<file path="src/sv/qs_pkg.sv">
// ----------------------------------------------------------------------------
// qs_pkg
// shared types for the quicksort engine: sequencer states and the control
// word of the shared compare unit
// ----------------------------------------------------------------------------
package qs_pkg;

   // operand order at the compare unit
   typedef enum logic [0:0] {
      CMP_ITEM_FIRST  = 1'b0,   // stored word goes before the pivot
      CMP_PIVOT_FIRST = 1'b1    // pivot goes before the stored word
   } cmp_order_type;

   typedef struct packed {
      logic          ascending;
      cmp_order_type order;
   } cmp_ctrl_type;

   typedef enum logic [13:0] {
      ST_IDLE      = 14'h0001,
      ST_INIT      = 14'h0002,
      ST_POP       = 14'h0004,
      ST_POP_WAIT  = 14'h0008,
      ST_PIVOT     = 14'h0010,
      ST_SCAN_I    = 14'h0020,
      ST_SCAN_J    = 14'h0040,
      ST_SWAP1     = 14'h0080,
      ST_SWAP2     = 14'h0100,
      ST_PUSH_R    = 14'h0200,
      ST_PUSH_L    = 14'h0400,
      ST_EMIT_RD   = 14'h0800,
      ST_EMIT_LOAD = 14'h1000,
      ST_EMIT_WAIT = 14'h2000
   } state_type;

endpackage

</file>
<file path="src/sv/qs_cmp.sv">
// ----------------------------------------------------------------------------
// qs_cmp
// shared compare unit: tells whether one word goes strictly before another
// in the selected sort direction
// ----------------------------------------------------------------------------
module qs_cmp #(
   parameter int VALUE_WIDTH = 32
) (
   input  logic signed [VALUE_WIDTH-1:0] item,
   input  logic signed [VALUE_WIDTH-1:0] pivot,
   input  qs_pkg::cmp_ctrl_type          ctrl,
   output logic                          precedes
);
   import qs_pkg::*;

   logic signed [VALUE_WIDTH-1:0] lhs;
   logic signed [VALUE_WIDTH-1:0] rhs;

   always_comb begin
      if (ctrl.order == CMP_PIVOT_FIRST) begin
         lhs = pivot;
         rhs = item;
      end else begin
         lhs = item;
         rhs = pivot;
      end
      // signed two's complement order, flipped for descending
      precedes = ctrl.ascending ? (lhs < rhs) : (lhs > rhs);
   end

endmodule

</file>
<file path="src/sv/quicksort_engine.sv">
// ----------------------------------------------------------------------------
// quicksort_engine
// collects a set of signed words, sorts it in place with hoare-partition
// quicksort over an explicit range stack, then streams the sorted set out
// ----------------------------------------------------------------------------
//
//   channel   direction   handshake              payload
//   req_      in          req_valid/req_ready    req_item_value, req_item_last
//   rsp_      out         rsp_valid/rsp_ready    rsp_sorted_value, rsp_sorted_last,
//                                                rsp_items_dropped
//   csr_      in          csr_wr_en              csr_wr_data (sort_ascending)
//
// load takes one cycle per word; a word beyond MAX_ITEMS is dropped and flagged
// the sort is paced by the single read port of the element store through its scan steps,
// swaps and partitioned ranges
// output steps through ST_EMIT_RD, ST_EMIT_LOAD and ST_EMIT_WAIT for each word, plus any rsp_ready stall
// req_ready is low from the last word of a set until its last word is taken
// reset clears the control state; store and stack need no clearing
// ----------------------------------------------------------------------------
module quicksort_engine #(
   parameter int MAX_ITEMS   = 64,
   parameter int VALUE_WIDTH = 32
) (
   input  logic                          clock,
   input  logic                          reset,
   // request channel
   input  logic                          req_valid,
   output logic                          req_ready,
   input  logic signed [VALUE_WIDTH-1:0] req_item_value,
   input  logic                          req_item_last,
   // response channel
   output logic                          rsp_valid,
   input  logic                          rsp_ready,
   output logic signed [VALUE_WIDTH-1:0] rsp_sorted_value,
   output logic                          rsp_sorted_last,
   output logic                          rsp_items_dropped,
   // configuration
   input  logic                          csr_wr_en,
   input  logic                          csr_wr_data
);
   import qs_pkg::*;

   localparam int IDX_W = (MAX_ITEMS > 1) ? $clog2(MAX_ITEMS) : 1;
   localparam int CNT_W = $clog2(MAX_ITEMS + 1);
   localparam int SK_W  = 2 * IDX_W;

   // control state
   state_type        state_ff,  state_in;
   logic [CNT_W-1:0] count_ff,  count_in;
   logic             ovf_ff,    ovf_in;
   logic             asc_ff,    asc_in;
   logic [CNT_W-1:0] depth_ff,  depth_in;
   logic             rsp_valid_ff, rsp_valid_in;

   // datapath
   logic [CNT_W-1:0]              n_ff,     n_in;
   logic [IDX_W-1:0]              lo_ff,    lo_in;
   logic [IDX_W-1:0]              hi_ff,    hi_in;
   logic [IDX_W-1:0]              i_ff,     i_in;
   logic [IDX_W-1:0]              j_ff,     j_in;
   logic [IDX_W-1:0]              k_ff,     k_in;
   logic signed [VALUE_WIDTH-1:0] pivot_ff, pivot_in;
   logic signed [VALUE_WIDTH-1:0] vi_ff,    vi_in;
   logic signed [VALUE_WIDTH-1:0] vj_ff,    vj_in;
   logic signed [VALUE_WIDTH-1:0] rsp_value_ff, rsp_value_in;
   logic                          rsp_last_ff,  rsp_last_in;
   logic                          rsp_drop_ff,  rsp_drop_in;

   // element store, one write and one registered read port
   logic signed [VALUE_WIDTH-1:0] store_mem [MAX_ITEMS];
   logic signed [VALUE_WIDTH-1:0] st_rd_data_ff;
   logic [IDX_W-1:0]              st_rd_addr;
   logic                          st_we;
   logic [IDX_W-1:0]              st_wr_addr;
   logic signed [VALUE_WIDTH-1:0] st_wr_data;

   // range stack, {hi, lo} per entry
   logic [SK_W-1:0]  stack_mem [MAX_ITEMS];
   logic [SK_W-1:0]  sk_rd_data_ff;
   logic [IDX_W-1:0] sk_rd_addr;
   logic             sk_we;
   logic [IDX_W-1:0] sk_wr_addr;
   logic [SK_W-1:0]  sk_wr_data;
   logic [IDX_W-1:0] sk_lo;
   logic [IDX_W-1:0] sk_hi;

   // shared compare unit
   cmp_ctrl_type cmp_ctrl;
   logic         cmp_before;

   assign sk_lo = sk_rd_data_ff[IDX_W-1:0];
   assign sk_hi = sk_rd_data_ff[SK_W-1:IDX_W];

   assign cmp_ctrl.ascending = asc_ff;
   assign cmp_ctrl.order     = (state_ff == ST_SCAN_J) ? CMP_PIVOT_FIRST : CMP_ITEM_FIRST;

   qs_cmp #(
      .VALUE_WIDTH (VALUE_WIDTH)
   ) u_cmp (
      .item     (st_rd_data_ff),
      .pivot    (pivot_ff),
      .ctrl     (cmp_ctrl),
      .precedes (cmp_before)
   );

   assign req_ready         = (state_ff == ST_IDLE);
   assign rsp_valid         = rsp_valid_ff;
   assign rsp_sorted_value  = rsp_value_ff;
   assign rsp_sorted_last   = rsp_last_ff;
   assign rsp_items_dropped = rsp_drop_ff;

   // sequencer
   always_comb begin
      state_in     = state_ff;
      count_in     = count_ff;
      ovf_in       = ovf_ff;
      asc_in       = asc_ff;
      depth_in     = depth_ff;
      rsp_valid_in = rsp_valid_ff;
      n_in         = n_ff;
      lo_in        = lo_ff;
      hi_in        = hi_ff;
      i_in         = i_ff;
      j_in         = j_ff;
      k_in         = k_ff;
      pivot_in     = pivot_ff;
      vi_in        = vi_ff;
      vj_in        = vj_ff;
      rsp_value_in = rsp_value_ff;
      rsp_last_in  = rsp_last_ff;
      rsp_drop_in  = rsp_drop_ff;
      st_rd_addr   = '0;
      st_we        = 1'b0;
      st_wr_addr   = '0;
      st_wr_data   = req_item_value;
      sk_rd_addr   = '0;
      sk_we        = 1'b0;
      sk_wr_addr   = depth_ff[IDX_W-1:0];
      sk_wr_data   = '0;

      if (csr_wr_en) begin
         asc_in = csr_wr_data;
      end

      case (state_ff)
         ST_IDLE: begin
            if (req_valid) begin
               // store the word while there is room, else just flag it
               if (count_ff < CNT_W'(MAX_ITEMS)) begin
                  st_we      = 1'b1;
                  st_wr_addr = count_ff[IDX_W-1:0];
                  count_in   = count_ff + CNT_W'(1);
               end else begin
                  ovf_in = 1'b1;
               end
               if (req_item_last) begin
                  n_in     = count_in;
                  k_in     = '0;
                  state_in = (count_in >= CNT_W'(2)) ? ST_INIT : ST_EMIT_RD;
               end
            end
         end
         ST_INIT: begin
            // whole set is the first range
            sk_we      = 1'b1;
            sk_wr_addr = '0;
            sk_wr_data = {IDX_W'(n_ff - CNT_W'(1)), IDX_W'(0)};
            depth_in   = CNT_W'(1);
            state_in   = ST_POP;
         end
         ST_POP: begin
            if (depth_ff == '0) begin
               k_in     = '0;
               state_in = ST_EMIT_RD;
            end else begin
               sk_rd_addr = IDX_W'(depth_ff - CNT_W'(1));
               depth_in   = depth_ff - CNT_W'(1);
               state_in   = ST_POP_WAIT;
            end
         end
         ST_POP_WAIT: begin
            lo_in = sk_lo;
            hi_in = sk_hi;
            if (sk_lo >= sk_hi) begin
               state_in = ST_POP;
            end else begin
               st_rd_addr = sk_lo;
               state_in   = ST_PIVOT;
            end
         end
         ST_PIVOT: begin
            // first element is the pivot; the left scan would stop on it, so the right scan starts
            pivot_in   = st_rd_data_ff;
            vi_in      = st_rd_data_ff;
            i_in       = lo_ff;
            j_in       = hi_ff;
            st_rd_addr = hi_ff;
            state_in   = ST_SCAN_J;
         end
         ST_SCAN_I: begin
            if ((i_ff < hi_ff) && cmp_before) begin
               i_in       = i_ff + IDX_W'(1);
               st_rd_addr = i_ff + IDX_W'(1);
            end else begin
               vi_in      = st_rd_data_ff;
               st_rd_addr = j_ff;
               state_in   = ST_SCAN_J;
            end
         end
         ST_SCAN_J: begin
            if ((j_ff > lo_ff) && cmp_before) begin
               j_in       = j_ff - IDX_W'(1);
               st_rd_addr = j_ff - IDX_W'(1);
            end else begin
               vj_in    = st_rd_data_ff;
               state_in = (i_ff >= j_ff) ? ST_PUSH_R : ST_SWAP1;
            end
         end
         ST_SWAP1: begin
            st_we      = 1'b1;
            st_wr_addr = j_ff;
            st_wr_data = vi_ff;
            state_in   = ST_SWAP2;
         end
         ST_SWAP2: begin
            st_we      = 1'b1;
            st_wr_addr = i_ff;
            st_wr_data = vj_ff;
            i_in       = i_ff + IDX_W'(1);
            j_in       = j_ff - IDX_W'(1);
            st_rd_addr = i_ff + IDX_W'(1);
            state_in   = ST_SCAN_I;
         end
         ST_PUSH_R: begin
            // right part j+1..hi, pushed first so the left part pops first
            if (({1'b0, j_ff} + (IDX_W+1)'(1) < {1'b0, hi_ff}) &&
                (depth_ff < CNT_W'(MAX_ITEMS))) begin
               sk_we      = 1'b1;
               sk_wr_data = {hi_ff, j_ff + IDX_W'(1)};
               depth_in   = depth_ff + CNT_W'(1);
            end
            state_in = ST_PUSH_L;
         end
         ST_PUSH_L: begin
            if ((lo_ff < j_ff) && (depth_ff < CNT_W'(MAX_ITEMS))) begin
               sk_we      = 1'b1;
               sk_wr_data = {j_ff, lo_ff};
               depth_in   = depth_ff + CNT_W'(1);
            end
            state_in = ST_POP;
         end
         ST_EMIT_RD: begin
            st_rd_addr = k_ff;
            state_in   = ST_EMIT_LOAD;
         end
         ST_EMIT_LOAD: begin
            rsp_valid_in = 1'b1;
            rsp_value_in = st_rd_data_ff;
            rsp_last_in  = ((CNT_W'(k_ff) + CNT_W'(1)) == n_ff);
            rsp_drop_in  = ovf_ff;
            state_in     = ST_EMIT_WAIT;
         end
         ST_EMIT_WAIT: begin
            if (rsp_ready) begin
               rsp_valid_in = 1'b0;
               if (rsp_last_ff) begin
                  count_in = '0;
                  ovf_in   = 1'b0;
                  state_in = ST_IDLE;
               end else begin
                  k_in     = k_ff + IDX_W'(1);
                  state_in = ST_EMIT_RD;
               end
            end
         end
         default: begin
            state_in = ST_IDLE;
         end
      endcase
   end

   // control registers
   always_ff @(posedge clock) begin
      if (reset) begin
         state_ff     <= ST_IDLE;
         count_ff     <= '0;
         ovf_ff       <= 1'b0;
         asc_ff       <= 1'b1;
         depth_ff     <= '0;
         rsp_valid_ff <= 1'b0;
      end else begin
         state_ff     <= state_in;
         count_ff     <= count_in;
         ovf_ff       <= ovf_in;
         asc_ff       <= asc_in;
         depth_ff     <= depth_in;
         rsp_valid_ff <= rsp_valid_in;
      end
   end

   // datapath registers
   always_ff @(posedge clock) begin
      n_ff         <= n_in;
      lo_ff        <= lo_in;
      hi_ff        <= hi_in;
      i_ff         <= i_in;
      j_ff         <= j_in;
      k_ff         <= k_in;
      pivot_ff     <= pivot_in;
      vi_ff        <= vi_in;
      vj_ff        <= vj_in;
      rsp_value_ff <= rsp_value_in;
      rsp_last_ff  <= rsp_last_in;
      rsp_drop_ff  <= rsp_drop_in;
   end

   // element store
   always_ff @(posedge clock) begin
      if (st_we) begin
         store_mem[st_wr_addr] <= st_wr_data;
      end
      st_rd_data_ff <= store_mem[st_rd_addr];
   end

   // range stack
   always_ff @(posedge clock) begin
      if (sk_we) begin
         stack_mem[sk_wr_addr] <= sk_wr_data;
      end
      sk_rd_data_ff <= stack_mem[sk_rd_addr];
   end

   // the two channels are never open at once
   a_no_overlap: assert property (@(posedge clock) disable iff (reset)
      !(req_ready && rsp_valid))
      else $error("request and response open together");

   // fill count stays within the store
   a_count_bound: assert property (@(posedge clock) disable iff (reset)
      count_ff <= CNT_W'(MAX_ITEMS))
      else $error("fill count beyond store size");

   // right scan never leaves its range
   a_scan_j_range: assert property (@(posedge clock) disable iff (reset)
      (state_ff == ST_SCAN_J) |-> (j_ff >= lo_ff) && (j_ff <= hi_ff))
      else $error("right scan index out of range");

   // a last word closes the input until the set is out
   a_last_closes: assert property (@(posedge clock) disable iff (reset)
      (req_valid && req_ready && req_item_last) |=> !req_ready)
      else $error("input still open after last word");

   // taking the last sorted word reopens the input
   a_reopen: assert property (@(posedge clock) disable iff (reset)
      (rsp_valid && rsp_ready && rsp_sorted_last) |=> req_ready)
      else $error("input not reopened after set");

endmodule

</file>
<file path="config.mk">
export PLATFORM = sky130hd
export DESIGN_NAME = quicksort_engine
export DESIGN_NICKNAME = d
export VERILOG_FILES = /design/src/sv/qs_pkg.sv /design/src/sv/qs_cmp.sv /design/src/sv/quicksort_engine.sv
export SDC_FILE = /design/constraint.sdc
export NUM_CORES = 2
export LEC_CHECK = 0
export ABC_AREA = 1
export BUFFER_PORTS_ARGS = -buffer_cell sky130_fd_sc_hd__buf_2
export CORE_UTILIZATION = 49
export DETAILED_ROUTE_END_ITERATION = 8
export MAX_ROUTING_LAYER = met4
export SETUP_SLACK_MARGIN = 0.02
export SLEW_MARGIN = 20
export SYNTH_ARGS = -nofsm -noshare
export SYNTH_HDL_FRONTEND = slang
export SYNTH_SLANG_ARGS = --single-unit
</file>
<file path="constraint.sdc">
create_clock -name clock -period 9.83 [get_ports clock]
set_clock_uncertainty 0.2 [all_clocks]
set_input_delay 1.4745 -clock clock [delete_from_list [all_inputs] [get_ports clock]]
set_output_delay 1.4745 -clock clock [all_outputs]
set_load 0.02 [all_outputs]
</file>
==> metrics.md <==
| Metric | Value |
|---|---|
| Core Area | 266000 um^2 |
| First-pass GRT wire length | 608000 um |
| Critical Path Start Type | flop |
| Largest net degree at the start of global routing | between 150 and 200 |
| Post-layout util | 55.2% |
| Worst Setup EP | st_rd_data_ff[28] |
| Power density cells | 203 nW/um^2 |
| Syn Nets | 12.2k |
| DR vias | around 91k |
| Antenna violations before repair | 23 |
| Slew Limit Fails | 0 |
| Final nets | 12.2k |
| CP Depth | 24 |
| Number of fill cells in the layout | between 20k and 25k |
| Syn avg cell area | 10.8 um^2 |
| Final worst setup slack | between 3 and 4 ns |
| Post-synth ARST share | 0% |
| CTS resizes | 0 |
| Synth top area share | 68.2% |
| Worst Setup End Kind | flop |
| Worst setup path startpoint | st_rd_data_ff[30] |
| Setup TNS | 0 ns |
| Slowest stage delay, CP | approximately 0.9 ns |
| Critical path's most frequent cell | nand3_1 |
| Commonest non-fill, non-tap cell in the layout | nand2_1 |
| Die ar. | 270000 um^2 |
| Clock Sinks | 3058 |
| Post-DRT Antenna Nets | 0 |
| Initial core utilization | 49.4% |
| Clock insertion delay at the later pin of the skew report | ~0.94 ns |
| Non-Filler Instances | around 16k |
| CP Cell Sequence | nor2_1 > nor2_1 > nand2_2 > nor3_2 > nand2_1 > nor2_2 > nand2_1 > nand3_1 > nand2_1 > nand2_1 > nand3_1 > nand2_2 > nand4_1 > nand2_1 > inv_1 > nand3b_1 > buf_4 > buf_12 > nand3_1 > nand3_1 > nand3_1 > nand3_1 > nand3_1 > nand2_1 |
| Max FO, Critical Path | around 140 |
| Yosys reg bits | just over 3k |
| Outcome | finished, final reports clean |
| Fraction of layout cells with a size suffix above 1 | 8.11% |
| WL/cell | ~27 um |
| I/O pin count | 75 |
| CTS clk-pin slew, worst paths | approximately 0.060 ns |
| Area Growth Syn to Fin | 11.7% |
| Critical R2R Capture | st_rd_data_ff[28] |
| Final WL | 424000 um |
| Lkg Pwr | 58.8 nW |
| Max Buffers Root-to-Sink | 4 |
| Setup Fix Bufs, Post-CTS | 0 |
| Max-cap viol count | 0 |
| Post-route DRC | 0 |
| Placed insts | about 15k |
| RSZ-0062 raised after global routing | no |
| TritonRoute pass-1 iters | 6 |
| Syn Std Cell Area | 131000 um^2 |
| WP data arrival | ~7.3 ns |
| Top cells by area, synth | edfxtp_1 68%, nand2_1 9.6%, nand3_1 7.2% |
| Via density | 5.76 |
| Buf/Inv on CP | 3 |
| Syn. warnings | 0 |
| Die X | 520 um |
| Mapped Cells | 12.1k |
| R2R Path Start | st_rd_data_ff[30] |
| Die height | between 500 and 600 um |
| H-tree levels | 5 |
| Crit Path Class | reg -> reg |
| Max_slew headroom | 17.2% |
| Leading area contributor after synthesis | edfxtp_1 |
| CTS Root Cell | clkbuf_16 |
| DP Worst Slack | 3.42 ns |
| Final setup viols | 0 |
| EDFF count, synth | just under 3k |
| Worst vdd ir | around 0.00019 V |
| Cells on worst reg2reg path | 24 |
| Ys flop type | edfxtp_1 |
| FF/Latch Area | 91100 um^2 |
| # hold bufs at CTS | 0 |
| RD Place Congestion | roughly 0.93 |
| IO Port Bufs | 74 |
| Max Fclk | 151 MHz |
| Required time worst endpoint | roughly 10 ns |
| Synth unique cells | 62 |
| Initial DRC Count | 12.9k |
| Min cycle time layout | between 6 and 7 ns |
| Seq/Total Area, Yosys | slightly below 70% |
| Area of the multi-input gates | around 32000 um^2 |
| Final Hold Vio Count | 0 |
| Std-Cell Rows | between 150 and 200 |
| CTS tree | yes |
| CP delay by family, top | simple AND/OR/NAND/NOR gates |
| Worst slew pin tran | ~1.2 ns |
| Dpl hpwl | 243000 um |
| Number of global-route vias before repair | 85.5k |
| Total global-route track usage | 32.0% |
| CTS buffer count | 325 |
| Total gr overflow | 0 |
| Reg2reg setup slack | 3.22 ns |
| Worst min path class | reg -> reg |
| Period utilisation layout | 67.3% |
| Commonest cells after routing, fill and taps aside | 3370 x nand2_1, 2983 x edfxtp_1, 1863 x nand3_1, 1598 x inv_1, 330 x clkbuf_16 |
| Slowest cell on crit path | dfxtp_1 |
-- area by class of cell --
cell class	count	share of cell area (%)
Inverter	1621	4.16
Multi-Input combinational cell	6776	21.9
Timing Repair Buffer	295	1.62
Clock inverter	154	1.17
Antenna cell	8	0.0136
Tap cell	3533	3.01
Sequential cell	3058	62.1
Clock buffer	445	6.04
-- worst min-delay path by stage --
stage	slack, ns	start	depth (start not counted)	to
global route	0.26	sk_rd_data_ff[11]	0	hi_ff[5]
CTS	0.24	ovf_ff	0	rsp_items_dropped
detailed placement	0.22	ovf_ff	0	rsp_items_dropped
floorplan	0.21	sk_rd_data_ff[7]	0	hi_ff[1]
finish	0.24	ovf_ff	0	rsp_items_dropped
global placement	0.22	ovf_ff	0	rsp_items_dropped
-- worst reg2reg max path, delay by kind of cell (launching register included) --
family,cells,cell delay [ns]
buffers and inverters,3,1.23
DFF,1,0.88
and+or+nand+nor,21,4.22
-- cell usage after synthesis, types with 31 or more instances --
library cell  instances
edfxtp_1           2983
nand4_1              34
ha_1                 37
buf_2               385
buf_4                43
nand2_1            3372
buf_1                31
nor2_1              369
nand3_1            1898
a21oi_1             305
o211ai_1             65
o21bai_1            195
o21ai_0             194
clkbuf_1            186
inv_1              1602
dfxtp_1              75
nor3_1               34
a211oi_1             64
-- registers in the layout, indices dropped and copies added (netlist names), 7 cells and up --
register / flops
st_rd_data_ff: 32
stack_mem: 768
store_mem: 2048
vj_ff: 32
pivot_ff: 32
depth_ff: 7
sk_rd_data_ff: 12
vi_ff: 32
n_ff: 7
count_ff: 7
state_ff: 14
rsp_sorted_value: 32
-- kinds of logic after synthesis --
| logic type | Yosys count | share of synthesized area (%) |
|---|---|---|
| AOI/OAI and AO/OA | 921 | 4.35 |
| adders and majority gates | 37 | 0.353 |
| DFF | 3058 | 69.4 |
| buffers and inverters | 2267 | 6.98 |
| xor gates and xnor gates | 31 | 0.207 |
| muxes | 19 | 0.163 |
| and+or+nand+nor | 5768 | 18.6 |
-- where the power goes --
part	internal, W	switching (W)	total [W]
logic	0.000554	0.00194	0.00249
clock network	0.00714	0.00521	0.0124
registers	0.0146	0.000339	0.0150
total	0.0223	0.00749	0.0298
-- stage by stage --
step / area [um^2] / total power (W) / hold slack, ns
global route: 147000 / 0.0306 / 0.256
CTS: 147000 / 0.0299 / 0.237
floorplan: 131000 / 0.0164 / 0.208
finish: 147000 / 0.0298 / 0.236
global placement: 136000 / 0.0176 / 0.224
detailed placement: 136000 / 0.0177 / 0.222
-- routing by layer --
| metal | global-route usage [%] | vias to the layer above | wire, um |
|---|---|---|---|
| met5 | - | - | 0 |
| met1 | 45.6 | 45100 | 177000 |
| li1 | - | 40700 | - |
| met4 | 8.80 | 0 | 12600 |
| met3 | 6.39 | 695 | 47100 |
| met2 | 46.6 | 4986 | 188000 |
Power figures use the tool's default switching activity.
